==> src/rtl/core/bnw_pkg.sv <==
// shared types and codes for the backoff n-gram walk block
// used by bnw_front, bnw_back and backoff_ngram_walk
package bnw_pkg;
   typedef enum logic [1:0] {
      CMD_NODE_WR = 2'd0,
      CMD_ARC_WR  = 2'd1,
      CMD_WALK    = 2'd2,
      CMD_NONE    = 2'd3
   } cmd_type;

   typedef enum logic [1:0] {
      ST_OK        = 2'd0,
      ST_START_FIN = 2'd1,
      ST_REACH_FIN = 2'd2,
      ST_HOP_LIMIT = 2'd3
   } status_type;

   localparam int unsigned CSR_FINAL_NODE = 0;
   localparam int unsigned CSR_MAX_HOPS   = 1;

   // command travels in tuser, the other request fields in tdata
   localparam int unsigned REQ_USER_BITS = 2;
   localparam int unsigned REQ_BITS = 18 + 16 + 16 + 20 + 19 + 16 + 16;
   localparam int unsigned REQ_BYTES_BITS = ((REQ_BITS + 7) / 8) * 8;
   // status and saturation flag travel in tuser
   localparam int unsigned RSP_USER_BITS = 2 + 1;
   localparam int unsigned RSP_BITS = 16 + 20 + 4;
   localparam int unsigned RSP_BYTES_BITS = ((RSP_BITS + 7) / 8) * 8;

   // one classified item as held in the queue between front and back
   typedef struct packed {
      cmd_type     cmd;
      logic [17:0] index;
      logic [15:0] symbol;
      logic [15:0] target;
      logic [19:0] score;
      logic [18:0] limit;
      logic [15:0] node;
      logic [15:0] walk_sym;
   } item_type;

   typedef struct packed {
      status_type  status;
      logic [15:0] next_node;
      logic [19:0] score;
      logic [3:0]  hops;
      logic        sat;
   } result_type;
endpackage

==> src/rtl/core/bnw_front.sv <==
// front part: takes request transactions, unpacks them into a two-entry queue
// depends on bnw_pkg
module bnw_front (
   input  logic                                  clock,
   input  logic                                  reset,
   input  logic                                  req_tvalid,
   output logic                                  req_tready,
   input  logic [bnw_pkg::REQ_USER_BITS-1:0]     req_tuser,
   input  logic [bnw_pkg::REQ_BYTES_BITS-1:0]    req_tdata,
   output logic                                  q_valid,
   input  logic                                  q_take,
   output bnw_pkg::item_type                     q_item
);
   import bnw_pkg::*;

   item_type   slot_ff [2];
   item_type   unpacked;
   logic       wr_ptr_ff, wr_ptr_in, rd_ptr_ff, rd_ptr_in;
   logic [1:0] count_ff, count_in;
   logic       push;

   always_comb begin
      unpacked.cmd      = cmd_type'(req_tuser);
      unpacked.index    = req_tdata[17:0];
      unpacked.symbol   = req_tdata[33:18];
      unpacked.target   = req_tdata[49:34];
      unpacked.score    = req_tdata[69:50];
      unpacked.limit    = req_tdata[88:70];
      unpacked.node     = req_tdata[104:89];
      unpacked.walk_sym = req_tdata[120:105];
   end

   assign req_tready = (count_ff != 2'd2);
   assign push       = req_tvalid && req_tready;
   assign q_valid    = (count_ff != 2'd0);
   assign q_item     = slot_ff[rd_ptr_ff];

   always_comb begin
      wr_ptr_in = wr_ptr_ff ^ push;
      rd_ptr_in = rd_ptr_ff ^ q_take;
      count_in  = count_ff + {1'b0, push} - {1'b0, q_take};
   end

   always_ff @(posedge clock) begin
      if (reset) begin
         wr_ptr_ff <= 1'b0;
         rd_ptr_ff <= 1'b0;
         count_ff  <= 2'd0;
      end else begin
         wr_ptr_ff <= wr_ptr_in;
         rd_ptr_ff <= rd_ptr_in;
         count_ff  <= count_in;
      end
   end

   always_ff @(posedge clock) begin
      if (push) begin
         slot_ff[wr_ptr_ff] <= unpacked;
      end
   end
endmodule

==> config.mk <==
export PLATFORM = sky130hd
export DESIGN_NAME = bnw_front
export DESIGN_NICKNAME = d
export VERILOG_FILES = /design/src/rtl/core/bnw_pkg.sv /design/src/rtl/core/bnw_front.sv
export SDC_FILE = /design/constraint.sdc
export NUM_CORES = 1
export LEC_CHECK = 0
export BUFFER_PORTS_ARGS = -buffer_cell sky130_fd_sc_hd__buf_4
export CAP_MARGIN = 40
export CORE_MARGIN = 8
export CORE_UTILIZATION = 45
export DETAILED_ROUTE_END_ITERATION = 10
export MAX_ROUTING_LAYER = met4
export PLACE_DENSITY = 0.8
export SLEW_MARGIN = 20
export SYNTH_ARGS = -nofsm -noshare
export SYNTH_HDL_FRONTEND = slang
export SYNTH_SLANG_ARGS = --single-unit
==> constraint.sdc <==
create_clock -name clock -period 6.1 [get_ports clock]
set_input_delay 0.61 -clock clock [delete_from_list [all_inputs] [get_ports clock]]
set_output_delay 0.61 -clock clock [all_outputs]
set_load 0.1 [all_outputs]
==> impl_metrics.ini <==
[drt]
dr_wl_met2_um = 9779
drt_iter0_markers = 201
wl_um = 19030
highest_layer = met4
drtAntennaViolNets = 0
via_count = 4693
wl_per_cell_um = 19.70
dr_wl_met3_um = 1550
first_pass_iters = 4
viasPerCell = 4.858
route.detailed.drc = 0
drt-met1-wl_um = 7360

[clock_tree]
cts_buffer_depth = 3
cts_buffers = 26
cts_resized = 0
insertion_delay_ns = 0.51
cts.sinks = 250
clockRootBuffer = clkbuf_16
clk_pin_slew_ns = 0.06
post-cts-setup-buffers = 0
cts_hold_buf = 0
h-tree-depth = 1
tritoncts = built

[global_routing]
grt_first_pass_wirelength_um = 28440
grt.total_usage = 0.1444
grt_pass1_vias = 5253
grt_max_degree = 66
antenna_found_initial = 0
grt_overflow = 0

[synthesis]
synth.avg_cell_area_um2 = 22.97
yosysUniqueCellTypes = 17
synthesis.area_mm2 = 0.009325
syn_nets = 542
yosysWarnings = 0
syn_inst = 406
ys_seq_area_frac = 0.8008
synth-seq-cells = 250

[power]
switching_power_mw = 1.776
comb_power_share = 0.297
ir_drop_v = 0.0002679
p_per_area_mw_per_mm2 = 408.6
pwr-share-seq = 0.425
pwr-share-clk = 0.277
intPower_mw = 3.254
p_sw_frac = 0.3531
p_leak_nw = 4.706

[timing]
period_share = 0.5492
period_needed_ns = 3.350
hold_violations = 0
setup_slack_ns = 2.750
finalSetupViolCount = 0
fin_setup_tns_ns = 0
grt_setup_unrepaired = false
max_slew_margin = 0.4443
maxSlewViolCount = 0
max_freq_mhz = 298.5
fin_skew_ns = 0.008255
worst_pin_slew_ns = 0.8336

[setup_path]
crit_type = register to output port
slowest_delay_ns = 0.87
cp.arrival_ns = 2.74
end_kind = output port
crit_fanout = 51
cp_cell_sequence = buf_4, mux2_2, buf_4
cpMostUsedCell = buf_4
crit_path_start_kind = register
required_ns = 5.49
cp_slowest_cell = dfxtp_4

[cells_and_area]
fillCellCount = 1475
multiInputGateArea_mm2 = 0.001750
layout.cells.non_filler = 966
regArea_mm2 = 0.007471
final_layout_size_suffix_gt1_frac = 0.6063
fin_nets = 814
areaGrowthSynthToFinish_pct = 32.00
diodes = 0

[placement]
dp.final_hpwl_um = 13280
placed_cells = 918
io_buffer_count = 251
place.gp.congestion = 0.7858
dp_worst_setup_slack_ns = 3.142

[die]
die_h_um = 160.0
floorplan.initialDensity = 0.4594
num_rows = 52
coreArea_mm2 = 0.02030
dieArea_mm2 = 0.02559
ios = 259
die_x_um = 160.0

[hold_path]
hold_class = primary input to register

[run]
cap_violations = 0

[run_status]
status = finished, final reports clean
-- stage by stage --
step	cell area, µm²	utilization	total power, mW	hold slack [ns]
final	12310	0.6064	5.030	0.2845
after global routing	12310	0.6064	5.191	0.2581
after floorplan	9328	-	3.363	0.5520
after detailed placement	11490	0.5660	3.672	0.6579
after CTS	12250	0.6037	5.084	0.2491
after global placement	11490	0.5660	3.639	0.6121
-- routing by layer --
layer,up-vias,GRT usage
met5,-,-
met4,0,0.03951
met3,29,0.04370
met2,191,0.2483
met1,2322,0.1609
li1,2151,-
-- power by group through the flow --
stage	sequential [mW]	clock, mW	combinational, mW
final	2.14	1.40	1.50
after global placement	2.16	0	1.48
after global routing	2.15	1.50	1.54
after detailed placement	2.18	0	1.49
after floorplan	2.16	0	1.20
after CTS	2.14	1.44	1.50
-- layout make-up --
type                       instances  area share
sequential                       250      0.6069
multi-input combinational        140      0.1422
clock buffer                      31     0.05611
inverter                           2   0.0006099
clock inverter                    15    0.006099
timing repair buffer             258      0.1606
tap                              270     0.02744
-- layout by cell type (no fill, tap or decap), types with 2 or more instances in the layout --
master / n
xnor2_1: 2
inv_1: 2
buf_4: 256
mux2_4: 60
buf_16: 2
clkinv_1: 7
clkinv_2: 5
clkbuf_16: 27
dfxtp_1: 3
mux2_2: 64
nor2_1: 3
nor2b_1: 2
edfxtp_1: 246
clkinvlp_4: 2
clkbuf_1: 4
-- cells in the mapped netlist --
cell / n / area, µm²
buf_6: 8 / 90.09
nor2b_1: 2 / 12.51
buf_2: 6 / 30.03
dfxtp_1: 4 / 80.08
mux2_4: 60 / 900.9
edfxtp_1: 246 / 7387
ha_1: 2 / 25.02
mux2_2: 64 / 720.7
inv_1: 2 / 7.510
a21bo_2: 1 / 10.01
nand2_1: 1 / 3.750
nor3b_1: 1 / 7.510
xnor2_1: 2 / 17.52
a21oi_1: 1 / 5.000
nor2_1: 4 / 15.01
nand2b_1: 1 / 6.260
or2_2: 1 / 6.260
-- final timing paths --
check,to,from,slack [ns],depth (start not counted)
max,q_item[118],rd_ptr_ff,2.75,3
min,slot_ff[0][13],req_tdata[118],0.28,1
max reg2reg,slot_ff[0][111],count_ff[0],3.93,5
min reg2reg,wr_ptr_ff,wr_ptr_ff,0.66,3
-- state kept, by name, indices dropped and copies added, names as in the netlist --
register / count
count_ff: 2
slot_ff: 246
rd_ptr_ff: 1
wr_ptr_ff: 1
-- worst max-delay path, delay by kind of cell, from the launching register on --
| family | cells | cell delay [ns] |
|---|---|---|
| buffers and inverters | 2 | 0.91 |
| DFF | 1 | 0.87 |
| muxes | 1 | 0.43 |
-- logic make-up (layout without fill, tap and decap cells) --
logic type,count (synthesis),in the layout,synth area share
adder cells (fa/ha/maj),2,2,0.002683
AO/OA/AOI/OAI,2,2,0.001610
buffers and inverters,16,306,0.01369
multiplexers,124,124,0.1739
AND/OR/NAND/NOR,10,10,0.005501
XOR/XNOR,2,2,0.001879
flip-flops,250,250,0.8008
(Power assumes the default switching activity.)
